`src/rtl/point_projection_depth_zbuffer_macros.svh`:
```
// Assertion macros shared by the depth map block.
// Both expect clk and rst_n in scope.
`ifndef POINT_PROJECTION_DEPTH_ZBUFFER_MACROS_SVH
`define POINT_PROJECTION_DEPTH_ZBUFFER_MACROS_SVH

// Same-cycle implication.
`define PPZ_ASSERT_NOW(lbl, ante, cons) \
    lbl: assert property (@(posedge clk) disable iff (!rst_n) (ante) |-> (cons)) \
        else $error("ppz check failed");

// Next-cycle implication.
`define PPZ_ASSERT_NEXT(lbl, ante, cons) \
    lbl: assert property (@(posedge clk) disable iff (!rst_n) (ante) |=> (cons)) \
        else $error("ppz check failed");

`endif

```
`src/rtl/ppz_div.sv`:
```
// ----------------------------------------------------------------------------
// ppz_div
// Unsigned restoring divider, one quotient bit per cycle.
// ----------------------------------------------------------------------------
module ppz_div #(
    parameter int W = 59
) (
    input  logic         clk,
    input  logic         rst_n,
    input  logic         start,
    input  logic [W-1:0] num,
    input  logic [W-1:0] den,
    output logic [W-1:0] quo,
    output logic         done
);

    localparam int CW = $clog2(W);

    logic          busy_reg;
    logic          done_reg;
    logic [CW-1:0] cnt_reg;
    logic [W-1:0]  rem_reg;
    logic [W-1:0]  quo_reg;
    logic [W-1:0]  den_reg;

    logic [W:0]    trial;
    logic [W:0]    diff;
    logic          ge;
    logic [W-1:0]  rem_next;

    always_comb
    begin
        trial    = {rem_reg, quo_reg[W-1]};
        diff     = trial - {1'b0, den_reg};
        ge       = trial >= {1'b0, den_reg};
        rem_next = ge ? diff[W-1:0] : trial[W-1:0];
    end

    always_ff @(posedge clk or negedge rst_n)
    begin
        if (!rst_n)
        begin
            busy_reg <= 1'b0;
            done_reg <= 1'b0;
            cnt_reg  <= '0;
        end
        else
        begin
            done_reg <= 1'b0;
            if (start)
            begin
                busy_reg <= 1'b1;
                cnt_reg  <= '0;
            end
            else if (busy_reg)
            begin
                cnt_reg <= cnt_reg + 1'b1;
                if (cnt_reg == CW'(W - 1))
                begin
                    busy_reg <= 1'b0;
                    done_reg <= 1'b1;
                end
            end
        end
    end

    always_ff @(posedge clk)
    begin
        if (start)
        begin
            rem_reg <= '0;
            quo_reg <= num;
            den_reg <= den;
        end
        else if (busy_reg)
        begin
            rem_reg <= rem_next;
            quo_reg <= {quo_reg[W-2:0], ge};
        end
    end

    assign quo  = quo_reg;
    assign done = done_reg;

endmodule

```
`config.mk`:
```
export PLATFORM = sky130hd
export DESIGN_NAME = ppz_div
export DESIGN_NICKNAME = d
export VERILOG_FILES = /design/src/rtl/point_projection_depth_zbuffer_macros.svh /design/src/rtl/ppz_div.sv
export SDC_FILE = /design/constraint.sdc
export NUM_CORES = 1
export LEC_CHECK = 0
export CAP_MARGIN = 20
export CORE_MARGIN = 2
export CORE_UTILIZATION = 64
export CTS_BUF_LIST = sky130_fd_sc_hd__clkbuf_16
export DETAILED_ROUTE_END_ITERATION = 12
export DONT_BUFFER_PORTS = 1
export GPL_ROUTABILITY_DRIVEN = 0
export GPL_TIMING_DRIVEN = 0
export PLACE_DENSITY_LB_ADDON = 0.25
export REMOVE_ABC_BUFFERS = 1
export SYNTH_ARGS = -nofsm -noshare
export SYNTH_HDL_FRONTEND = slang
export SYNTH_SLANG_ARGS = --single-unit
```
`constraint.sdc`:
```
create_clock -name clk -period 3.2 [get_ports clk]
set_input_delay 0.32 -clock clk [delete_from_list [all_inputs] [get_ports clk]]
set_output_delay 0.32 -clock clk [all_outputs]
set_load 0.05 [all_outputs]
```
==> results_dict.tcl <==
set metrics [dict create \
    status "finished, violations left" \
    violations "setup timing" \
    htreeDepth 4 \
    start_kind "register" \
    setup_viol 60 \
    fin_nets 1418 \
    core-area_sq_um 17180 \
    drive_above_1_share_pct 21.39 \
    dp_slack_ps -1378 \
    crit_type "reg -> reg" \
    grt_remaining_overflow 0 \
    cap_viol_max_count 0 \
    synthFlopType "edfxtp_1" \
    first_pass_iters 6 \
    period_needed_ps 3619 \
    grt_setup_unrepaired "yes" \
    yosysSeqAreaShare_pct 44.19 \
    netlist.area_leader.share_pct 31.80 \
    post-route-util_pct 79.10 \
    rows 48 \
    dp_cells 1317 \
    syn_area_sq_um 11140 \
    powerDensity_nw_per_um2 933.4 \
    fin_cells 1475 \
    design.die.area_sq_um 18480 \
    synth_edf_count 118 \
    cts-buffers-inserted 17 \
    hold_class "in -> reg" \
    numPortBuffers 0 \
    grt_first_pass_wirelength_mm 47.42 \
    num_vias 9566 \
    maxSlewHeadroom_pct 26.51 \
    async_reset_ff_share_pct 4.324 \
    crit_fanout 3 \
    ys_types 83 \
    clockBufferDepth 2 \
    fin_skew_ps 16.65 \
    ant_nets 0 \
    ios 181 \
    area_growth_pct 21.93 \
    yosys.area.top_type "edfxtp_1" \
    fmax_ghz 0.2763 \
    synth_seq_cells 185 \
    start_util_pct 64.87 \
    max_slew.worst_pin.slew_ps 1098 \
    clk_pin_slew_ps 80 \
    post_drt_wl_per_cell_um 21.37 \
    slew_viol_final 0 \
    clock_sinks 185 \
    tritoncts "yes" \
    syn-instance-count 1147 \
    ir_worst_vdd_mv 0.6259 \
    ys_top_cells_by_area "edfxtp_1, dfxtp_1, ha_1" \
    drc_errors 0 \
    syn_area_per_cell_sq_um 9.715 \
    final_cell_mix "edfxtp_1, nand2_1, nor2_1" \
    worstPathArrival_ps 3980 \
    ys_warn_count 0 \
    antenna_found_initial 2 \
    mostFrequentLayoutCell "edfxtp_1" \
    ctsRootBufferMaster "clkbuf_16" \
    chipHeight_um 136.0 \
    clock_latency_ps 450 \
    routed_via_density 6.485 \
    setup_ws_ps -419.0 \
    fin_crit_sh_pct 113.1 \
    p_leak_nw 5.563 \
    wl_mm 31.52 \
    die_w_um 136.0 \
    dp_hpwl_mm 18.01 \
    endpoint_kind "register" \
    track_usage_pct 33.11 \
    hold_viol 0 \
    grt_pass1_vias 9103 \
    dr.first_iter.drc_count 822 \
    cp.required_ps 3560 \
    grt_start_max_net_pins 106 \
]
[logic make-up (layout without fill, tap and decap cells)]
kind of cell    after synthesis  count (layout)  share of synthesized area [%]
xor+xnor                     45              45                          3.537
simple gates                339             339                          14.01
buf+inv                     144             245                          5.131
other cells                   0               2                              0
mux                          73              73                          7.355
fa+ha+maj                    62              62                          7.029
compound gates              299             299                          18.74
flops                       185             185                          44.19
[layer usage]
| layer | GRT usage [%] | wire length, um | vias up |
|---|---|---|---|
| li1 | - | - | 4373 |
| met1 | 40.84 | 12080 | 4536 |
| met2 | 54.91 | 15180 | 532 |
| met3 | 8.166 | 2783 | 125 |
| met4 | 15.28 | 1487 | 0 |
| met5 | 0 | 0 | - |
[Yosys cell counts, drive strengths merged (3+ instances only)]
cell type    n
a21o        25
or3          5
nand2      129
dfxtp       59
buf         18
a211oi      10
ha          61
mux2        65
or2          4
nor4         9
a221oi       7
nor2        95
o21ai       56
xnor2       24
a311oi      34
and2         6
o31ai        3
and3        10
o21a         8
nor2b        9
nand3       21
o211ai      12
nor3        17
clkbuf      41
a31oi        8
a211o        4
mux2i        8
nand2b       5
dfrtp        8
xor2        21
o21bai      15
a21oi       84
a22oi        8
nand4       21
edfxtp     118
a31o         4
a21boi       3
inv         84
[worst paths after layout]
path | from | end | slack [ps] | depth (start not counted)
worst max register to register | quo[58]$_DFFE_PP_ | rem_reg[45]$_SDFFE_PP0P_ | -420 | 14
worst min-delay path | start | den_reg[9]$_DFFE_PP_ | 60 | 0
min in group asynchronous | rst_n | cnt_reg[5]$_DFFE_PN0P_ | 220 | 1
max in group asynchronous | rst_n | busy_reg$_DFF_PN0_ | 2670 | 1
worst max-delay path | quo[58]$_DFFE_PP_ | rem_reg[45]$_SDFFE_PP0P_ | -420 | 14
worst min register to register | rem_reg[41]$_SDFFE_PP0P_ | rem_reg[41]$_SDFFE_PP0P_ | 490 | 2
[timing repair]
| item | in CTS | in global routing |
|---|---|---|
| resized for setup | 107 | 43 |
| setup endpoints to repair | 60 | 60 |
| pin swaps | 67 | 42 |
| hold buffers | 62 | 0 |
| endpoints found under the hold margin | 138 | 0 |
| gates cloned | 7 | 0 |
| setup buffers | 39 | 20 |
[per-stage QoR]
step	TNS [ps]	power, W	hold slack, ps	cell area (sq um)
5_1_grt	-18270	0.01329	10.38	13590
4_1_cts	-9143	0.01203	2.695	13250
3_3_place_gp	-290310	0.008384	24.71	11170
6_report	-13000	0.01268	63.68	13590
3_5_place_dp	-60880	0.008530	24.71	11240
2_1_floorplan	-98540	0.007459	24.41	10890
[power breakdown]
group | internal [W] | switching [W] | total, W
clock network | 0.00113 | 0.00106 | 0.00219
registers | 0.00306 | 0.000740 | 0.00380
logic | 0.00289 | 0.00380 | 0.00669
[worst max-delay path, stage by stage (launching register included)]
cell      delay [ps]
edfxtp_1         710
inv_2            100
ha_4             190
buf_4            130
nor2b_4          150
o21bai_4          80
a21oi_2          180
buf_4            160
o21ai_4           50
o41a_1           360
o21a_2           280
a211oi_4         340
nand4_1          200
mux2_4           360
a221oi_2         230
[area by class of cell]
cell class | count | area, sq um
multi-input combinational | 818 | 6077
timing repair buffer | 122 | 1235
sequential | 185 | 4928
timing repair inverter | 6 | 97.59
clock inverter | 15 | 201.4
tap | 225 | 281.5
antenna | 2 | 5.005
fill | 1082 | 3590
clock buffer | 17 | 425.4
inverter | 85 | 335.3
Note: power is estimated with default switching activity, not from simulation.
