`src/rtl/point_projection_depth_zbuffer_macros.svh`:
```
// Assertion macros shared by the depth map block.
// Both expect clk and rst_n in scope.
`ifndef POINT_PROJECTION_DEPTH_ZBUFFER_MACROS_SVH
`define POINT_PROJECTION_DEPTH_ZBUFFER_MACROS_SVH

// Same-cycle implication.
`define PPZ_ASSERT_NOW(lbl, ante, cons) \
    lbl: assert property (@(posedge clk) disable iff (!rst_n) (ante) |-> (cons)) \
        else $error("ppz check failed");

// Next-cycle implication.
`define PPZ_ASSERT_NEXT(lbl, ante, cons) \
    lbl: assert property (@(posedge clk) disable iff (!rst_n) (ante) |=> (cons)) \
        else $error("ppz check failed");

`endif

```
`src/rtl/ppz_pkg.sv`:
```
// ----------------------------------------------------------------------------
// ppz_pkg
// Types, constants and helpers for the point projection depth map block.
// ----------------------------------------------------------------------------
package ppz_pkg;

    localparam int MAX_WIDTH_DEF  = 1024;
    localparam int MAX_HEIGHT_DEF = 512;

    // accumulated projection numerator, depth product, divider width
    localparam int NW = 58;
    localparam int PW = 57;
    localparam int DW = 59;

    localparam int CFG_AW = 3;
    localparam int CFG_DW = 64;
    localparam int NUM_COEF_REGS = 6;

    localparam logic [CFG_AW-1:0] REG_DEPTH_SCALE = 3'd6;
    localparam logic [CFG_AW-1:0] REG_IMAGE_SIZE  = 3'd7;

    localparam logic [31:0] SCALE_RESET = 32'd65536;
    localparam logic [31:0] SIZE_RESET  = 32'h0200_0400;

    // depth = (|z*scale| + 32768000) / (1000 * 2^16); saturates at 1000 * 2^32
    localparam logic [NW-1:0] DEPTH_HALF  = NW'(32768000);
    localparam logic [NW-1:0] DEPTH_SAT   = NW'(64'd4294967296000);
    // ceil(2^36 / 1000): exact floor(n / 1000) for n below 2^26
    localparam logic [26:0]   DEPTH_RECIP = 27'd68719477;
    localparam logic [15:0]   DEPTH_MAX   = 16'hFFFF;

    localparam logic [1:0] CMD_CLEAR   = 2'd0;
    localparam logic [1:0] CMD_PROJECT = 2'd1;
    localparam logic [1:0] CMD_READ    = 2'd2;

    typedef logic [NUM_COEF_REGS-1:0][63:0] coef_t;

    typedef struct packed {
        logic [1:0]         cmd;
        logic signed [23:0] point_x_mm;
        logic signed [23:0] point_y_mm;
        logic signed [23:0] point_z_mm;
        logic [9:0]         read_col;
        logic [8:0]         read_row;
    } point_t;

    typedef struct packed {
        logic        inside_res;
        logic [9:0]  pixel_col;
        logic [8:0]  pixel_row;
        logic [15:0] stored_depth;
        logic        updated;
    } result_t;

    typedef struct packed {
        logic signed [NW-1:0] n0;
        logic signed [NW-1:0] n1;
        logic signed [NW-1:0] n2;
        logic signed [PW-1:0] dprod;
    } proj_t;

    typedef enum logic [2:0] {
        ST_CLEAR,
        ST_IDLE,
        ST_MAC,
        ST_DIV,
        ST_RD,
        ST_DONE
    } state_e;

    function automatic logic [NW-1:0] mag_n(input logic signed [NW-1:0] v);
        mag_n = v[NW-1] ? NW'(-v) : NW'(v);
    endfunction

endpackage

```
`src/rtl/ppz_mac.sv`:
```
// ----------------------------------------------------------------------------
// ppz_mac
// Projection sequencer: one shared 33x24 multiplier, nine coefficient
// products accumulated into three row numerators, then the depth product.
// ----------------------------------------------------------------------------
module ppz_mac (
    input  logic                  clk,
    input  logic                  rst_n,
    input  logic                  start,
    input  logic signed [23:0]    x,
    input  logic signed [23:0]    y,
    input  logic signed [23:0]    z,
    input  ppz_pkg::coef_t        coefs,
    input  logic [31:0]           scale,
    output ppz_pkg::proj_t        res,
    output logic                  done
);

    localparam int NW = ppz_pkg::NW;
    localparam int PW = ppz_pkg::PW;
    localparam logic [3:0] LAST_STEP = 4'd9;

    logic                 busy_reg;
    logic [3:0]           step_reg;
    logic                 pv_reg;
    logic [3:0]           pstep_reg;
    logic signed [PW-1:0] prod_reg;
    logic signed [NW-1:0] acc0_reg;
    logic signed [NW-1:0] acc1_reg;
    logic signed [NW-1:0] acc2_reg;
    logic signed [PW-1:0] dprod_reg;
    logic                 done_reg;

    logic signed [32:0]   op_a;
    logic signed [23:0]   op_b;
    logic signed [PW-1:0] mul;
    logic signed [NW-1:0] t0;
    logic signed [NW-1:0] t1;
    logic signed [NW-1:0] t2;

    // 1000 * c = 1024c - 16c - 8c
    function automatic logic signed [NW-1:0] times1000(input logic [31:0] c);
        logic signed [NW-1:0] e;
        e = NW'(signed'(c));
        times1000 = (e <<< 10) - (e <<< 4) - (e <<< 3);
    endfunction

    always_comb
    begin
        op_a = '0;
        op_b = '0;
        unique case (step_reg)
            4'd0:    begin op_a = {coefs[0][31], coefs[0][31:0]};   op_b = x; end
            4'd1:    begin op_a = {coefs[0][63], coefs[0][63:32]};  op_b = y; end
            4'd2:    begin op_a = {coefs[1][31], coefs[1][31:0]};   op_b = z; end
            4'd3:    begin op_a = {coefs[2][31], coefs[2][31:0]};   op_b = x; end
            4'd4:    begin op_a = {coefs[2][63], coefs[2][63:32]};  op_b = y; end
            4'd5:    begin op_a = {coefs[3][31], coefs[3][31:0]};   op_b = z; end
            4'd6:    begin op_a = {coefs[4][31], coefs[4][31:0]};   op_b = x; end
            4'd7:    begin op_a = {coefs[4][63], coefs[4][63:32]};  op_b = y; end
            4'd8:    begin op_a = {coefs[5][31], coefs[5][31:0]};   op_b = z; end
            4'd9:    begin op_a = {1'b0, scale};                    op_b = z; end
            default: begin op_a = '0;                               op_b = '0; end
        endcase
        mul = PW'(op_a) * PW'(op_b);
    end

    always_comb
    begin
        t0 = times1000(coefs[1][63:32]);
        t1 = times1000(coefs[3][63:32]);
        t2 = times1000(coefs[5][63:32]);
    end

    always_ff @(posedge clk or negedge rst_n)
    begin
        if (!rst_n)
        begin
            busy_reg  <= 1'b0;
            step_reg  <= '0;
            pv_reg    <= 1'b0;
            pstep_reg <= '0;
            done_reg  <= 1'b0;
        end
        else
        begin
            done_reg  <= 1'b0;
            pv_reg    <= busy_reg;
            pstep_reg <= step_reg;
            if (start)
            begin
                busy_reg <= 1'b1;
                step_reg <= '0;
            end
            else if (busy_reg)
            begin
                step_reg <= step_reg + 1'b1;
                if (step_reg == LAST_STEP)
                begin
                    busy_reg <= 1'b0;
                end
            end
            if (pv_reg && pstep_reg == LAST_STEP)
            begin
                done_reg <= 1'b1;
            end
        end
    end

    always_ff @(posedge clk)
    begin
        prod_reg <= mul;
        if (start)
        begin
            acc0_reg <= t0;
            acc1_reg <= t1;
            acc2_reg <= t2;
        end
        else if (pv_reg)
        begin
            case (pstep_reg) inside
                4'd0, 4'd1, 4'd2: acc0_reg <= acc0_reg + NW'(prod_reg);
                4'd3, 4'd4, 4'd5: acc1_reg <= acc1_reg + NW'(prod_reg);
                4'd6, 4'd7, 4'd8: acc2_reg <= acc2_reg + NW'(prod_reg);
                default:          dprod_reg <= prod_reg;
            endcase
        end
    end

    assign res.n0    = acc0_reg;
    assign res.n1    = acc1_reg;
    assign res.n2    = acc2_reg;
    assign res.dprod = dprod_reg;
    assign done      = done_reg;

endmodule

```
`config.mk`:
```
export PLATFORM = sky130hd
export DESIGN_NAME = ppz_mac
export DESIGN_NICKNAME = d
export VERILOG_FILES = /design/src/rtl/point_projection_depth_zbuffer_macros.svh /design/src/rtl/ppz_pkg.sv /design/src/rtl/ppz_mac.sv
export SDC_FILE = /design/constraint.sdc
export NUM_CORES = 2
export LEC_CHECK = 0
export ABC_AREA = 1
export BUFFER_PORTS_ARGS = -buffer_cell sky130_fd_sc_hd__buf_2
export CAP_MARGIN = 20
export CORE_AREA = 8 8 363 365
export CTS_CLUSTER_DIAMETER = 100
export DETAILED_ROUTE_END_ITERATION = 8
export DIE_AREA = 0 0 371 373
export HOLD_SLACK_MARGIN = 0.1
export PLACE_DENSITY_LB_ADDON = 0.12
export SYNTH_ARGS = -nofsm -noshare
export SYNTH_HDL_FRONTEND = slang
export SYNTH_SLANG_ARGS = --single-unit
export TNS_END_PERCENT = 100
```
`constraint.sdc`:
```
create_clock -name clk -period 13.4 [get_ports clk]
set_input_delay 2.68 -clock clk [delete_from_list [all_inputs] [get_ports clk]]
set_output_delay 2.68 -clock clk [all_outputs]
set_load 0.03 [all_outputs]
```
==> impl_results.md <==
- Core area: 126,000 sq um
- Final WS setup: 3.40 ns
- Worst Path Arrival: 10.54 ns
- Clk_lat worst skew: 0.62 ns
- FILL cells: 12,300
- Worst slew margin: 0.177
- Residual DRC: 0
- Synth Area in Adders: 0.341
- Std-Cell Rows: 131
- Initial antenna violation count: 42
- Vias: 72,100
- Die width: 371 microns
- Max stage delay on crit path: 0.72 ns
- Most numerous cell in the Yosys netlist: nand2_1
- Critical Path Slowest Stage Cell: fa_1
- #FFs+latches synth: 299
- Vias per std cell: 5.59
- Setup bufs post-CTS: 0
- Outcome: completed
- Final Skew: 0.0221 ns
- Synth top area cells: fa_1 26%, nand2_1 20%, inv_1 14%
- Clk buf depth: 3
- Post-Syn Instances: 10,600
- Final Wtd Congestion: 1.08
- Max-slew violations: 0
- Cell variety after synth: 43
- Gr usage total: 0.411
- Worst min path class: register to register
- Post-synth EDFFs: 231
- Yosys warns: 0
- Final Cell Area: 75,600 sq um
- Top-area cell type share of the netlist area: 0.257
- Sink Count: 299
- Critical path class: input port to register
- Worst-path fanout max: 24
- Largest family of logic cells by synthesized area: adder cells
- Input/output buffers: 722
- Vias in the first global route: 71,900
- Setup TNS Final: 0 ns
- Clk slew on worst S/H paths: 0.06 ns
- Post-Syn Area: 68,800 sq um
- Final WL: 293,000 microns
- CTS Hold Bufs: 0
- Mean Syn Cell Area: 6.51 sq um
- Wire per inst: 22.7 microns
- CTS root buf: clkbuf_16
- Total CTS buffers: 42
- First-pass DRT Iterations: 7
- Largest net degree at the start of global routing: 71
- First-pass GRT wire length: 433,000 microns
- Setup slack at placement: 2.80 ns
- Antenna Violating Nets Remaining: 0
- Post-synth ARST share: 0.0368
- Register area share after synthesis: 0.121
- Final count of hold timing violations: 0
- Most used cell, CP: inv_1
- MaxCap Viol Count: 0
- CP required: 13.95 ns
- Area of the multi-input gates: 49,700 sq um
- Top cells by count, synth: 3,631 x nand2_1, 2,602 x inv_1, 883 x fa_1, 675 x nor2_1, 582 x nand3_1
- DIE AREA: 138,000 sq um
- Die height: 373 microns
- CTS tree: done
- # nets final: 13,000
- Multiplexer area fraction after synthesis: 0
- Storage cell area: 8350 sq um
- HPWL reported at the end of detailed placement: 247,000 microns
- Synthesized-area fraction occupied by xor and xnor cells: 0.0108
- Syn_nets: 12,400
- Startpoint types: input port
- DP Area: 74,000 sq um
- Simple-gate share of the synthesized area: 0.306
- Area Growth Syn to Fin: 9.82%
- Fraction of layout cells with a size suffix above 1: 0.0794
- Worst-Margin Slew: 1.23 ns
- DRT iter0 DRCs: 7,900
- Synth area leader: fa_1
- # setup viols final: 0
- Initial core utilization: 0.545
- I/O pins: 723
- Main synth FF type: edfxtp_1
- Total congestion overflow: 0
- Fmax: 100 MHz
- Fin crit period: 10.0 ns
- RSZ-0062 raised after global routing: no
- Post-CTS sizing: 0
- CTS H-tree lvls: 2
- Period Utilization, post-route: 0.746
- CP endpoint kind: register
- Synth Area in Compound Gates: 0.0622
## cell type report
type / instances / area share
antenna: 33 / 0.00109
clock buffer: 45 / 0.0145
clock inverter: 31 / 0.00487
inverter: 2616 / 0.130
multi-input combinational: 7436 / 0.657
sequential: 299 / 0.110
tap: 1662 / 0.0275
timing repair buffer: 789 / 0.0547
## kinds of logic (layout without fill, tap and decap cells)
family                   after synthesis  count (layout)
XOR/XNOR                              85              85
AND/OR/NAND/NOR                     5213            5213
adder cells (fa/ha/maj)             1348            1348
buffers and inverters               2843            3481
flip-flops                           299             299
AO/OA/AOI/OAI                        790             790
other                                  0              33
## path summary, 6_finish.rpt
check                           slack [ns]  cells after the start                     end                     from
worst min-delay path                  0.46                      0        pv_reg$_DFF_PN0_       busy_reg$_DFF_PN0_
worst min register to register        0.46                      0        pv_reg$_DFF_PN0_       busy_reg$_DFF_PN0_
worst max register to register        3.60                     30    prod_reg[55]$_DFF_P_  step_reg[3]$_DFFE_PN0P_
max in group asynchronous            11.28                      1  pstep_reg[2]$_DFF_PN0_                    rst_n
worst max-delay path                  3.40                     29    prod_reg[55]$_DFF_P_               coefs[223]
min in group asynchronous             1.92                      1          done$_DFF_PN0_                    rst_n
## layout by cell type, fill, tap and decap left out, drive strengths merged, types with 3 or more instances in the layout
| cell type | Yosys | routed |
|---|---|---|
| a211oi | 6 | 6 |
| a21boi | 9 | 9 |
| a21o | 6 | 6 |
| a21oi | 350 | 350 |
| a22o | 6 | 6 |
| a31oi | 7 | 7 |
| and2 | 14 | 14 |
| and3 | 11 | 11 |
| and3b | 5 | 5 |
| buf | 171 | 788 |
| bufinv | 0 | 6 |
| clkbuf | 56 | 46 |
| clkinv | 0 | 14 |
| clkinvlp | 0 | 4 |
| dfrtp | 11 | 11 |
| dfxtp | 57 | 57 |
| diode | 0 | 33 |
| edfxtp | 231 | 231 |
| fa | 883 | 883 |
| ha | 465 | 465 |
| inv | 2616 | 2623 |
| nand2 | 3631 | 3631 |
| nand3 | 584 | 584 |
| nand3b | 45 | 45 |
| nand4 | 142 | 142 |
| nor2 | 675 | 675 |
| nor3 | 78 | 78 |
| nor4 | 20 | 20 |
| o2111ai | 26 | 26 |
| o211ai | 3 | 3 |
| o21a | 5 | 5 |
| o21ai | 317 | 317 |
| o21bai | 42 | 42 |
| o22ai | 10 | 10 |
| or2 | 8 | 8 |
| xnor2 | 26 | 26 |
| xor2 | 59 | 59 |
## worst max-delay path, delay by kind of cell
family	cells	cell delay (ns)
buffers and inverters	10	1.67
AOI/OAI and AO/OA	1	0.10
and+or+nand+nor	10	1.76
adders and majority gates	8	4.30
## metrics by stage
stage,instances,util,hold slack [ns]
6_report,12900,0.598,0.461
3_3_place_gp,12800,0.586,0.425
5_1_grt,12900,0.598,0.491
3_5_place_dp,12800,0.586,0.445
4_1_cts,12900,0.597,0.459
2_1_floorplan,10600,-,0.395
## layer usage
| layer | track usage | share of wire |
|---|---|---|
| met3 | 0.0896 | 0.11 |
| met1 | 0.513 | 0.37 |
| met2 | 0.647 | 0.44 |
| met4 | 0.255 | 0.076 |
| met5 | 0 | 0.00017 |
Power is left out: the tool's default activity adds up to more than one toggle a clock period on the data nets, which glitch-free logic cannot reach.
